`src/uwf_pkg.sv`:
```
package uwf_pkg;

	localparam int MAX_LEN    = 1024;
	localparam int DATA_WIDTH = 32;
	localparam int VALUE_W    = 32;
	localparam int IDX_W      = 10;
	localparam int ADDR_W     = $clog2(MAX_LEN);
	localparam int CNT_W      = $clog2(MAX_LEN + 1);

	localparam logic FUNC_LOAD    = 1'b0;
	localparam logic FUNC_COMPUTE = 1'b1;

	typedef logic signed [DATA_WIDTH-1:0] data_t;

	typedef enum logic [2:0] {
		ST_IDLE,
		ST_FWD,
		ST_FWD_DRAIN,
		ST_CHECK,
		ST_BWD,
		ST_BWD_DRAIN,
		ST_DONE
	} state_t;

	// controller to datapath
	typedef struct packed {
		logic append;
		logic start_fwd;
		logic start_bwd;
		logic issue;
		logic finish;
	} cmd_t;

	// datapath to controller
	typedef struct packed {
		logic multi;
		logic scan_last;
		logic found;
		logic out_busy;
	} sts_t;

	// sign extend the input word, then keep the stored width
	function automatic data_t to_data(input logic [VALUE_W-1:0] v);
		logic [VALUE_W+DATA_WIDTH-1:0] ext;
		ext = {{DATA_WIDTH{v[VALUE_W-1]}}, v};
		return data_t'(ext[DATA_WIDTH-1:0]);
	endfunction

	// index onto the fixed output width
	function automatic logic [IDX_W-1:0] to_idx(input logic [ADDR_W-1:0] a);
		logic [IDX_W+ADDR_W-1:0] ext;
		ext = {{IDX_W{1'b0}}, a};
		return ext[IDX_W-1:0];
	endfunction

endpackage

```
`src/uwf_ctrl.sv`:
```
module uwf_ctrl (
	input  logic          clk,
	input  logic          arst_n,
	input  logic          in_valid,
	input  logic          func,
	output logic          in_stall,
	input  uwf_pkg::sts_t sts,
	output uwf_pkg::cmd_t cmd
);

	uwf_pkg::state_t state_q;
	uwf_pkg::state_t state_d;

	always_ff @(posedge clk or negedge arst_n) begin
		if (!arst_n) begin
			state_q <= uwf_pkg::ST_IDLE;
		end else begin
			state_q <= state_d;
		end
	end

	always_comb begin
		state_d  = state_q;
		cmd      = '0;
		in_stall = 1'b1;
		case (state_q)
			uwf_pkg::ST_IDLE: begin
				// a compute waits while the previous result is still held
				in_stall = sts.out_busy && (func == uwf_pkg::FUNC_COMPUTE);
				if (in_valid && !in_stall) begin
					if (func == uwf_pkg::FUNC_LOAD) begin
						cmd.append = 1'b1;
					end else begin
						cmd.start_fwd = 1'b1;
						state_d = sts.multi ? uwf_pkg::ST_FWD : uwf_pkg::ST_DONE;
					end
				end
			end
			uwf_pkg::ST_FWD: begin
				cmd.issue = 1'b1;
				if (sts.scan_last) begin
					state_d = uwf_pkg::ST_FWD_DRAIN;
				end
			end
			uwf_pkg::ST_FWD_DRAIN: begin
				state_d = uwf_pkg::ST_CHECK;
			end
			uwf_pkg::ST_CHECK: begin
				if (sts.found) begin
					cmd.start_bwd = 1'b1;
					state_d = uwf_pkg::ST_BWD;
				end else begin
					state_d = uwf_pkg::ST_DONE;
				end
			end
			uwf_pkg::ST_BWD: begin
				cmd.issue = 1'b1;
				if (sts.scan_last) begin
					state_d = uwf_pkg::ST_BWD_DRAIN;
				end
			end
			uwf_pkg::ST_BWD_DRAIN: begin
				state_d = uwf_pkg::ST_DONE;
			end
			uwf_pkg::ST_DONE: begin
				cmd.finish = 1'b1;
				state_d = uwf_pkg::ST_IDLE;
			end
			default: begin
				state_d = uwf_pkg::ST_IDLE;
			end
		endcase
	end

endmodule
```
`config.mk`:
```
export PLATFORM = sky130hd
export DESIGN_NAME = uwf_ctrl
export DESIGN_NICKNAME = d
export VERILOG_FILES = /design/src/uwf_pkg.sv /design/src/uwf_ctrl.sv
export SDC_FILE = /design/constraint.sdc
export NUM_CORES = 1
export LEC_CHECK = 0
export BUFFER_PORTS_ARGS = -buffer_cell sky130_fd_sc_hd__buf_2
export CORE_AREA = 8 8 45 47
export DETAILED_ROUTE_END_ITERATION = 12
export DIE_AREA = 0 0 53 55
export PLACE_DENSITY_LB_ADDON = 0.1
export SLEW_MARGIN = 10
export SYNTH_ARGS = -nofsm -noshare
export SYNTH_HDL_FRONTEND = slang
export SYNTH_SLANG_ARGS = --single-unit
```
`constraint.sdc`:
```
create_clock -name clk -period 1.4 [get_ports clk]
set_input_delay 0.14 -clock clk [delete_from_list [all_inputs] [get_ports clk]]
set_output_delay 0.14 -clock clk [all_outputs]
set_load 0.005 [all_outputs]
```
======== After elaboration in Yosys (flattened, before gate mapping) ========
Index checks and enable logic that the tools add are counted.
word-level totals
  output and inout port bits .............. 6
  bits of input ports ..................... 8
  logic and storage cells ................. 33
  bits in registers ....................... 3
cells by class
  reductions and logical operators ........ 6
  equality and inequality tests ........... 10
  multiplexer cells ....................... 16
operators with widths
  cell                count
  $pmux 3 s6          1
  $mux 3              5
  $eq 3x3->1 const B  3
  $ne 2x2->1 const B  4
  $mux 1              7
  $eq 3x2->1 const B  2
  $mux 2              3
  $reduce_and 4->1    1
  $eq 3x1->1 const B  1
  $logic_not 3->1     1
  $logic_and 1x1->1   2
  $reduce_or 2->1     1
  $logic_not 1->1     1

======== Longest topological paths before layout ========
Gate-level depths: netlist of the first run.
  word-level depth ........................ 5
  gate-level depth with buffers ........... 3
  gate-level depth less buffers ........... 3

======== Worst setup path after synthesis of the first run ========
Ideal clock, no wire load.
  path kind ............................... register to output
  start point ............................. register state_q[1]
  end point ............................... output port in_stall
  path buffers ............................ 1
  data arrival time ....................... 1.063 ns
  stages on the path, launching flop included .. 4
  data required time ...................... 1.260 ns
  setup slack ............................. 0.197 ns
  cell sequence ........................... dfrtp_1 -> buf_6 -> or3_4 -> a21o_2
on the way
  cells in the longest elaborated chain, start to end .. 2
RTL lines
  item                    line            text
  from (decl)             uwf_ctrl.sv:11  uwf_pkg::state_t state_q;
  from (signal assigned)  uwf_ctrl.sv:16  state_q <= uwf_pkg::ST_IDLE;
  from (signal assigned)  uwf_ctrl.sv:18  state_q <= state_d;
  $logic_not 3->1         uwf_ctrl.sv:26  case (state_q)
  $mux 1                  uwf_ctrl.sv:26
  to (decl)               uwf_ctrl.sv:6   output logic in_stall,
No other way between the ends.

======== Final worst setup path of the first run ========
Same ends and word-level chain as after synthesis.

==> flow_metrics.py, run 1 <==
metrics = {
    "placement": {
        "dp_cells": 59,
        "portBuffers": 13,
        "routabilityCongestion": 0.6941,
        "detailedPlacementHpwl_microns": 596.3,
    },
    "timing": {
        "grt_setup_unrepaired": "true",
        "clock.fmax_mhz": 682.7,
        "report.final.setup_viol": 2,
        "maxSlewHeadroom_pct": 83.44,
        "setup_total_negative_slack_ns": -0.09491,
        "timing.final.crit_share_pct": 104.6,
        "worst_pin_slew_ns": 0.2457,
        "hold_violations": 0,
        "final_period_minus_worst_setup_slack_ns": 1.465,
        "timing.final.ws_setup_ns": -0.06484,
        "drv_slew": 0,
        "fin_skew_ns": 0.003045,
    },
    "cells_and_area": {
        "drive_gt1_share_pct": 63.46,
        "post_layout_nonfiller_instances": 68,
        "regArea_sq_um": 76.32,
        "fill_cells": 156,
        "largest_register_ff_count": 3,
        "num_antenna_cells": 0,
        "layout-area-overhead-vs-synth_pct": 69.38,
        "biggest_register": "state_q",
        "postLayoutCoreUtil_pct": 32.01,
        "multi_input_comb_area_sq_um": 190.2,
        "largest_registers": "state_q (3)",
        "final_nets": 61,
    },
    "detailed_routing": {
        "num_vias": 310,
        "drc_errors": 0,
        "detailroute.wirelength.met2_microns": 385,
        "firstDrtPassIters": 4,
        "antenna_left": 0,
        "detailedRoute.firstIterationViolations": 1,
        "met3RoutedLength_microns": 81,
        "avgRoutedWirePerCell_microns": 12.34,
        "maxUsedRoutingLayer": "met3",
        "via_density_per_instance": 4.559,
        "detail_route.wirelength_microns": 839,
        "wirelength_met1_microns": 372,
    },
    "clock_tree": {
        "number_of_clock_buffers_inserted_by_tritoncts": 3,
        "numClockSinks": 3,
        "clock_tree.root_cell": "sky130_fd_sc_hd__clkbuf_4",
        "clkTransAtPathRegs_ns": 0.04,
        "clock_path_buffers": 2,
        "clkLatencyLatePin_ns": 0.23,
        "cts_tree": "yes",
        "htree_levels": 1,
    },
    "flow_run": {
        "max_cap_violations": 0,
    },
    "global_routing": {
        "vias_in_the_first_global_route": 302,
        "gr-total-overflow": 0,
        "grt_first_pass_wirelength_mm": 1.186,
        "grt_max_degree": 10,
        "global_route.usage.total_pct": 5.796,
        "number_of_antenna_violations_at_the_first_check_in_global_routing": 0,
    },
    "logic_synthesis": {
        "syn_area_sq_um": 261.5,
        "synthDistinctLibCells": 18,
        "synth.net_count": 37,
        "synth_warnings": 0,
        "postSynthCellCount": 29,
        "post_synth.cell_area_avg_sq_um": 9.017,
        "seq_area_frac_synth_pct": 28.71,
        "synth-seq-cells": 3,
    },
    "die": {
        "floorplan.io_pins": 14,
        "placementRows": 14,
        "chip_height_microns": 55,
        "initial_core_util_pct": 18.90,
        "floorplan.die_area_sq_um": 2915,
        "dieWidth_microns": 53,
        "core_area_sq_um": 1384,
    },
    "setup_path": {
        "critical_setup_path_class": "register to output port",
        "cp_top_family": "simple AND/OR/NAND/NOR gates",
        "worst-path-max-fanout": 3,
        "cpPeakStageDelay_ns": 0.40,
        "timing.critical_path.cells": "or3_4 -> a21o_2 -> buf_6",
        "cp_data_required_time_ns": 1.26,
        "cp-start-kind": "register",
        "critical_path.n_buffers_inverters": 1,
        "critPathArrivalTime_ns": 1.32,
        "critical-path-slowest-cell": "sky130_fd_sc_hd__or3_4",
        "critPathCaptureType": "output port",
    },
    "power_and_ir_drop": {
        "power_report.internal_total_uw": 563.5,
        "share_seq_of_total_power_pct": 17.3,
        "powerDensity_nw_per_um2": 1991,
        "power.share.clock_pct": 17.5,
        "static-leakage-power_nw": 0.2138,
        "comb_power_share_pct": 65.3,
        "ir_worst_vdd_mv": 0.6546,
        "power.switching_uw": 318.3,
        "p_sw_share_pct": 36.10,
    },
    "min_path": {
        "min_path_type": "input port to asynchronous set/reset pin",
    },
    "run_status": {
        "status": "complete, but fails checks",
        "violations_in_the_final_reports": "setup timing",
    },
}
-- per-stage QoR --
stage	hold WS, ns	setup slack (ns)	total power, mW	instance area (sq um)
final	0.2300	-0.06484	0.8819	442.9
after global routing	0.2349	-0.1000	0.9463	442.9
after CTS	0.2241	-0.07051	0.8008	410.4
after detailed placement	-0.06015	0.1255	0.5687	350.3
after global placement	-0.06418	0.1471	0.5665	350.3
after floorplan	-0.1556	0.1968	0.4414	261.5
-- repair_timing --
item                       in CTS  in global routing
pin swaps                       0                  2
setup endpoints to repair       4                  5
hold buffers                    1                  0
hold endpoints to repair        3                  0
gates resized for setup         1                  5
cloned                          0                  0
buffers inserted                3                  1
-- Yosys cell counts --
cell type / count / area (sq um)
sky130_fd_sc_hd__nand2_1: 4 / 15.01
sky130_fd_sc_hd__a21oi_1: 3 / 15.01
sky130_fd_sc_hd__dfrtp_1: 3 / 75.07
sky130_fd_sc_hd__nor2_1: 3 / 11.26
sky130_fd_sc_hd__nand2b_1: 2 / 12.51
sky130_fd_sc_hd__nor3b_2: 2 / 25.02
sky130_fd_sc_hd__a21o_2: 1 / 8.760
sky130_fd_sc_hd__and2_2: 1 / 7.510
sky130_fd_sc_hd__buf_6: 1 / 11.26
sky130_fd_sc_hd__nand3_1: 1 / 5.000
sky130_fd_sc_hd__nand3b_1: 1 / 7.510
sky130_fd_sc_hd__nor2b_1: 1 / 6.260
sky130_fd_sc_hd__nor3_1: 1 / 5.000
sky130_fd_sc_hd__o21ba_2: 1 / 10.01
sky130_fd_sc_hd__o221ai_1: 1 / 8.760
sky130_fd_sc_hd__o31a_2: 1 / 10.01
sky130_fd_sc_hd__o41ai_2: 1 / 16.27
sky130_fd_sc_hd__or3_4: 1 / 11.26
-- area by class of cell --
cell class | instances | area share [%]
clock buffers | 4 | 5.932
repair buffers | 20 | 29.38
multi-input cells | 25 | 42.94
flip-flops and latches | 3 | 17.23
well taps | 16 | 4.520
-- power by group through the flow --
stage               registers, mW  logic [mW]  clock network (mW)
finish                      0.152       0.575               0.154
CTS                         0.150       0.490               0.160
global placement            0.170       0.397                   0
global route                0.157       0.616               0.173
floorplan                   0.170       0.271                   0
detailed placement          0.171       0.398                   0
-- cells by family (layout without fill, tap and decap cells) --
group	after synthesis	in the layout	share of synthesized area, %
and+or+nand+nor	17	17	40.67
AOI/OAI and AO/OA	8	8	26.32
DFF	3	3	28.71
buffers and inverters	1	24	4.306
-- layer usage --
metal,track usage (%),vias up
met5,0,-
met4,6.466,0
met3,2.941,0
met2,7.813,19
met1,6.088,139
li1,-,152
-- worst paths after layout --
check | startpoint | end | slack [ns] | depth (start not counted)
min in group clk | sts[3] | state_q[0] | 0.24 | 3
max reg2reg | state_q[2] | state_q[0] | 0.16 | 5
min | arst_n | state_q[1] | 0.23 | 2
max in group asynchronous | arst_n | state_q[2] | 1.05 | 2
min reg2reg | state_q[2] | state_q[2] | 0.66 | 2
max | state_q[1] | in_stall | -0.06 | 3
-- cells in the final DEF, fill, tap and decap left out, drive strengths merged --
cell type    count
a21o             1
nor2b            1
o221ai           1
nor2             3
o31a             1
and2             1
or3              1
o21ba            1
nand3b           1
dlygate4sd3      1
nor3b            2
dfrtp            3
nand2b           2
buf             19
a21oi            3
clkbuf           4
nand3            1
o41ai            1
nor3             1
nand2            4
Power figures use the tool's default switching activity.
==> run 2, diff against run 1 <==
Clock period 1.4 ns to 1.5 ns, I/O delays scaled along.
==> run 2 against run 1 <==
Net effect: the flow now finishes without violations; combinational power decreased by 22%; worst hold slack better by 0.0081 ns; first-iteration DRC count rose to 3.0 times the previous value; sequential power shrank 8%; wire length decreased by 7.9%; clock skew grew 0.0019 ns; global-route usage grew 0.27 points; critical path type unchanged.
==> flow_metrics.py, run 2 (same netlist as run 1, synthesis figures left out) <==
metrics = {
    "setup_path": {
        "timing.rr.start": "state_q[2]",
        "cp_data_required_time_ns": 1.35,
        "worst-path-max-fanout": 3,
        "critPathCaptureType": "output port",
        "critical_path.startpoint": "state_q[0]",
        "critPathArrivalTime_ns": 1.32,
        "r2r_cells": 5,
        "critical_path.reg2reg.endpoint": "state_q[0]",
        "cp-start-kind": "register",
        "timing.reg2reg.setup_slack_ns": 0.23,
        "critical_setup_path_class": "register to output port",
        "crit_end": "in_stall",
    },
    "timing": {
        "timing.final.crit_share_pct": 97.81,
        "report.final.setup_viol": 0,
        "hold_violations": 0,
        "drv_slew": 0,
        "grt_setup_unrepaired": "true",
        "final_period_minus_worst_setup_slack_ns": 1.467,
        "whs_ns": 0.2381,
        "setup_total_negative_slack_ns": 0,
        "fin_skew_ns": 0.004991,
        "maxSlewHeadroom_pct": 83.87,
        "worst_pin_slew_ns": 0.2394,
        "clock.fmax_mhz": 681.6,
    },
    "detailed_routing": {
        "detailedRoute.firstIterationViolations": 3,
        "drc_errors": 0,
        "firstDrtPassIters": 4,
        "num_vias": 280,
        "avgRoutedWirePerCell_microns": 11.71,
        "detail_route.wirelength_microns": 773,
        "via_density_per_instance": 4.242,
        "antenna_left": 0,
    },
    "clock_tree": {
        "htree_levels": 1,
        "cts_tree": "yes",
        "numClockSinks": 3,
        "clock_tree.root_cell": "sky130_fd_sc_hd__clkbuf_4",
        "number_of_clock_buffers_inserted_by_tritoncts": 3,
        "clock_path_buffers": 2,
        "clkTransAtPathRegs_ns": 0.04,
        "clkLatencyLatePin_ns": 0.24,
    },
    "global_routing": {
        "global_route.usage.total_pct": 6.069,
        "vias_in_the_first_global_route": 314,
        "grt_first_pass_wirelength_mm": 1.228,
        "grt_max_degree": 10,
        "number_of_antenna_violations_at_the_first_check_in_global_routing": 0,
        "gr-total-overflow": 0,
    },
    "power_and_ir_drop": {
        "powerDensity_nw_per_um2": 1794,
        "post-layout-total-power_uw": 736.1,
        "ir_worst_vdd_mv": 0.5414,
        "static-leakage-power_nw": 0.1901,
    },
    "cells_and_area": {
        "final_nets": 59,
        "largest_registers": "state_q (3)",
        "drive_gt1_share_pct": 60.00,
        "layout-area-overhead-vs-synth_pct": 56.94,
        "layout_commonest_cell": "sky130_fd_sc_hd__buf_2",
        "largest_register_ff_count": 3,
        "num_antenna_cells": 0,
        "fill_cells": 151,
        "biggest_register": "state_q",
        "final_cell_mix": "12 x sky130_fd_sc_hd__buf_2, 4 x sky130_fd_sc_hd__nand2_1, 4 x sky130_fd_sc_hd__buf_4",
        "finish.instance_area_sq_um": 410.4,
    },
    "flow_run": {
        "max_cap_violations": 0,
    },
    "die": {
        "floorplan.io_pins": 14,
        "floorplan.die_area_sq_um": 2915,
        "dieWidth_microns": 53,
        "initial_core_util_pct": 18.90,
        "placementRows": 14,
        "chip_height_microns": 55,
        "core_area_sq_um": 1384,
    },
    "placement": {
        "place_area_sq_um": 342.8,
        "detailedPlacementHpwl_microns": 555.6,
        "portBuffers": 13,
        "routabilityCongestion": 0.7335,
    },
    "min_path": {
        "min_path_type": "input port to asynchronous set/reset pin",
    },
    "run_status": {
        "status": "completed",
    },
}
run 2: cell types whose count changed in the layout (fill, tap and decap cells not counted):
cell / delta
sky130_fd_sc_hd__nand2b_1: +1
sky130_fd_sc_hd__nand2b_4: -1
sky130_fd_sc_hd__nor2b_4: -1
sky130_fd_sc_hd__nor2b_1: +1
sky130_fd_sc_hd__buf_4: -1
sky130_fd_sc_hd__buf_6: -1
sky130_fd_sc_hd__dfrtp_2: +1
sky130_fd_sc_hd__dfrtp_1: -1
run 2: cell type report:
cell class	instances	area [sq um]	share of cell area [%]
well taps	16	20.02	4.878
multi-input cells	25	175.2	42.68
flip-flops and latches	3	77.57	18.90
repair buffers	18	111.4	27.13
clock buffers	4	26.28	6.402
run 2: critical path: stages (launching register included):
cell,delay (ns)
sky130_fd_sc_hd__dfrtp_2,0.39
sky130_fd_sc_hd__or3_4,0.38
sky130_fd_sc_hd__a21o_2,0.20
sky130_fd_sc_hd__buf_6,0.11
run 2: worst min path at each step:
stage	start	endpoint	slack, ns	depth (start not counted)
after floorplan	arst_n	state_q[0]	-0.15	0
after global placement	arst_n	state_q[2]	-0.05	1
after detailed placement	arst_n	state_q[2]	-0.05	1
after CTS	arst_n	state_q[1]	0.24	2
after global routing	arst_n	state_q[1]	0.26	2
final	arst_n	state_q[1]	0.24	2
run 2: timing repair:
item	4_1_cts	5_1_grt
endpoints found under the hold margin	3	0
gates cloned	0	0
setup buffers	3	0
setup endpoints to repair	2	2
hold buffers	1	0
gates resized for setup	2	1
pin swaps	0	1
run 2: power by group:
group	switching (mW)	internal, mW	leakage [nW]
clock network	0.0456	0.0999	0.0150
registers	0.0192	0.121	0.0352
logic	0.205	0.246	0.140
run 2: metrics by stage:
step | setup WS [ns] | cells | util [%]
2_1_floorplan | 0.2868 | 29 | -
3_3_place_gp | 0.1985 | 58 | 24.77
5_1_grt | -0.02011 | 66 | 29.66
6_report | 0.03289 | 66 | 29.66
3_5_place_dp | 0.1813 | 58 | 24.77
4_1_cts | 0.01755 | 66 | 29.20
run 2: routing by layer:
metal	part of all wire, %	vias to the layer above	global-route usage, %
li1	-	147	-
met1	46	118	6.240
met2	45	13	8.398
met3	6.5	2	1.604
met4	1.8	0	9.052
met5	0	-	0
==> run 3, diff against run 2 <==
Settings changed: BUFFER_PORTS_ARGS -buffer_cell sky130_fd_sc_hd__buf_2 to -buffer_cell sky130_fd_sc_hd__buf_4, CAP_MARGIN from default to 10, PLACE_DENSITY from default to 0.45, PLACE_DENSITY_LB_ADDON 0.1 to default.
==> run 3 against run 2 <==
Net effect: first-iteration DRC count down 33%; combinational power up 5.3%; critical path depth unchanged; final cell count unchanged; sequential power about the same; core utilization up 2.1 points; critical path type unchanged; largest power group unchanged; highest routed layer is now met3.
==> flow_metrics.py, run 3 (same netlist as run 1, synthesis figures left out) <==
metrics = {
    "timing": {
        "maxSlewHeadroom_pct": 82.22,
        "hold_violations": 0,
        "fin_skew_ns": 0.003637,
        "final_period_minus_worst_setup_slack_ns": 1.477,
        "clock.fmax_mhz": 677.0,
        "whs_ns": 0.2387,
        "timing.final.crit_share_pct": 98.48,
        "report.final.setup_viol": 0,
        "drv_slew": 0,
        "timing.final.ws_setup_ns": 0.02279,
        "worst_pin_slew_ns": 0.2638,
        "grt_setup_unrepaired": "true",
    },
    "detailed_routing": {
        "num_vias": 288,
        "firstDrtPassIters": 3,
        "detailedRoute.firstIterationViolations": 2,
        "drc_errors": 0,
        "antenna_left": 0,
        "via_density_per_instance": 4.364,
        "detail_route.wirelength_microns": 746,
        "avgRoutedWirePerCell_microns": 11.30,
    },
    "setup_path": {
        "r2r_cells": 5,
        "cp_data_required_time_ns": 1.35,
        "critPathArrivalTime_ns": 1.33,
        "critPathCaptureType": "output port",
        "crit_end": "in_stall",
        "cp-start-kind": "register",
        "critical_path.reg2reg.endpoint": "state_q[0]",
        "timing.rr.start": "state_q[2]",
        "timing.reg2reg.setup_slack_ns": 0.25,
        "critical_setup_path_class": "register to output port",
        "worst-path-max-fanout": 3,
        "critical_path.startpoint": "state_q[2]",
    },
    "cells_and_area": {
        "final_cell_mix": "16 x sky130_fd_sc_hd__buf_4, 4 x sky130_fd_sc_hd__nand2_1, 3 x sky130_fd_sc_hd__nor2_1, 3 x sky130_fd_sc_hd__a21oi_1, 3 x sky130_fd_sc_hd__clkbuf_4",
        "regArea_sq_um": 76.32,
        "finish.instance_area_sq_um": 439.2,
        "largest_registers": "state_q (3)",
        "drive_gt1_share_pct": 58.00,
        "largest_register_ff_count": 3,
        "multi_input_comb_area_sq_um": 175.2,
        "post_layout_nonfiller_instances": 66,
        "final_nets": 59,
        "layout-area-overhead-vs-synth_pct": 67.94,
        "fill_cells": 154,
        "num_antenna_cells": 0,
        "layout_commonest_cell": "sky130_fd_sc_hd__buf_4",
        "biggest_register": "state_q",
    },
    "clock_tree": {
        "htree_levels": 1,
        "clkTransAtPathRegs_ns": 0.04,
        "clock_path_buffers": 2,
        "cts_tree": "yes",
        "numClockSinks": 3,
        "clkLatencyLatePin_ns": 0.23,
        "number_of_clock_buffers_inserted_by_tritoncts": 3,
        "clock_tree.root_cell": "sky130_fd_sc_hd__clkbuf_4",
    },
    "die": {
        "placementRows": 14,
        "floorplan.die_area_sq_um": 2915,
        "floorplan.io_pins": 14,
        "chip_height_microns": 55,
        "dieWidth_microns": 53,
        "initial_core_util_pct": 18.90,
        "core_area_sq_um": 1384,
    },
    "power_and_ir_drop": {
        "powerDensity_nw_per_um2": 1719,
        "post-layout-total-power_uw": 755.1,
        "ir_worst_vdd_mv": 0.6179,
        "static-leakage-power_nw": 0.1975,
    },
    "global_routing": {
        "use_met1_pct": 5.175,
        "grt_first_pass_wirelength_mm": 1.159,
        "gr-total-overflow": 0,
        "number_of_antenna_violations_at_the_first_check_in_global_routing": 0,
        "global_route.usage.total_pct": 5.413,
        "grt_max_degree": 10,
        "vias_in_the_first_global_route": 291,
        "met2_demand_to_capacity_share_in_global_routing_pct": 8.984,
        "busiest_layer_in_global_routing": "met2",
        "global_route.usage.met3_pct": 3.476,
    },
    "placement": {
        "place_area_sq_um": 382.9,
        "dp_cells": 59,
        "portBuffers": 13,
        "routabilityCongestion": 0.8146,
        "pre_cts_slack_ns": 0.2242,
        "detailedPlacementHpwl_microns": 585.2,
    },
    "flow_run": {
        "max_cap_violations": 0,
    },
    "run_status": {
        "status": "completed",
    },
    "min_path": {
        "min_path_type": "input port to asynchronous set/reset pin",
    },
}
run 3: cell counts in the layout (fill, tap and decap cells not counted):
No cell type changed its count.
run 3: worst max-delay path, stage by stage (launching register included):
cell                      delay, ns
sky130_fd_sc_hd__dfrtp_2       0.39
sky130_fd_sc_hd__or3_4         0.40
sky130_fd_sc_hd__a21o_2        0.20
sky130_fd_sc_hd__buf_6         0.11
run 3: area by class of cell:
type                       instances  share of cell area, %
multi-input combinational         25                  39.89
timing repair buffer              18                  32.19
sequential                         3                  17.38
clock buffer                       4                  5.983
tap                               16                  4.558
run 3: timing repair:
item,in CTS,in global routing
endpoints found under the setup margin,2,2
pin swaps,0,2
resized for setup,1,1
buffers inserted,2,0
hold buffers,1,0
hold endpoints to repair,3,0
run 3: worst min path at each step:
stage	startpoint	end	slack [ns]	cells after the start
after global routing	arst_n	state_q[1]	0.24	2
after floorplan	arst_n	state_q[0]	-0.15	0
after detailed placement	arst_n	state_q[1]	-0.06	1
after global placement	arst_n	state_q[1]	-0.06	1
after CTS	arst_n	state_q[1]	0.23	2
final	arst_n	state_q[1]	0.24	2
run 3: metrics by stage:
step                      util [%]  setup TNS [ns]
after floorplan                  -               0
after global placement       27.67               0
after detailed placement     27.67               0
after CTS                    31.46               0
after global routing         31.74        -0.01379
final                        31.74               0
run 3: per-layer routing:
metal,wire length [microns],vias up
li1,-,147
met1,275,135
met2,403,6
met3,68,0
met4,0,0
met5,0,-
run 3: power by group:
group	internal (mW)	switching, mW	leakage, nW
Clock	0.0997	0.0423	0.0150
Combinational	0.269	0.206	0.146
Sequential	0.119	0.0191	0.0365
Total	0.487	0.268	0.198
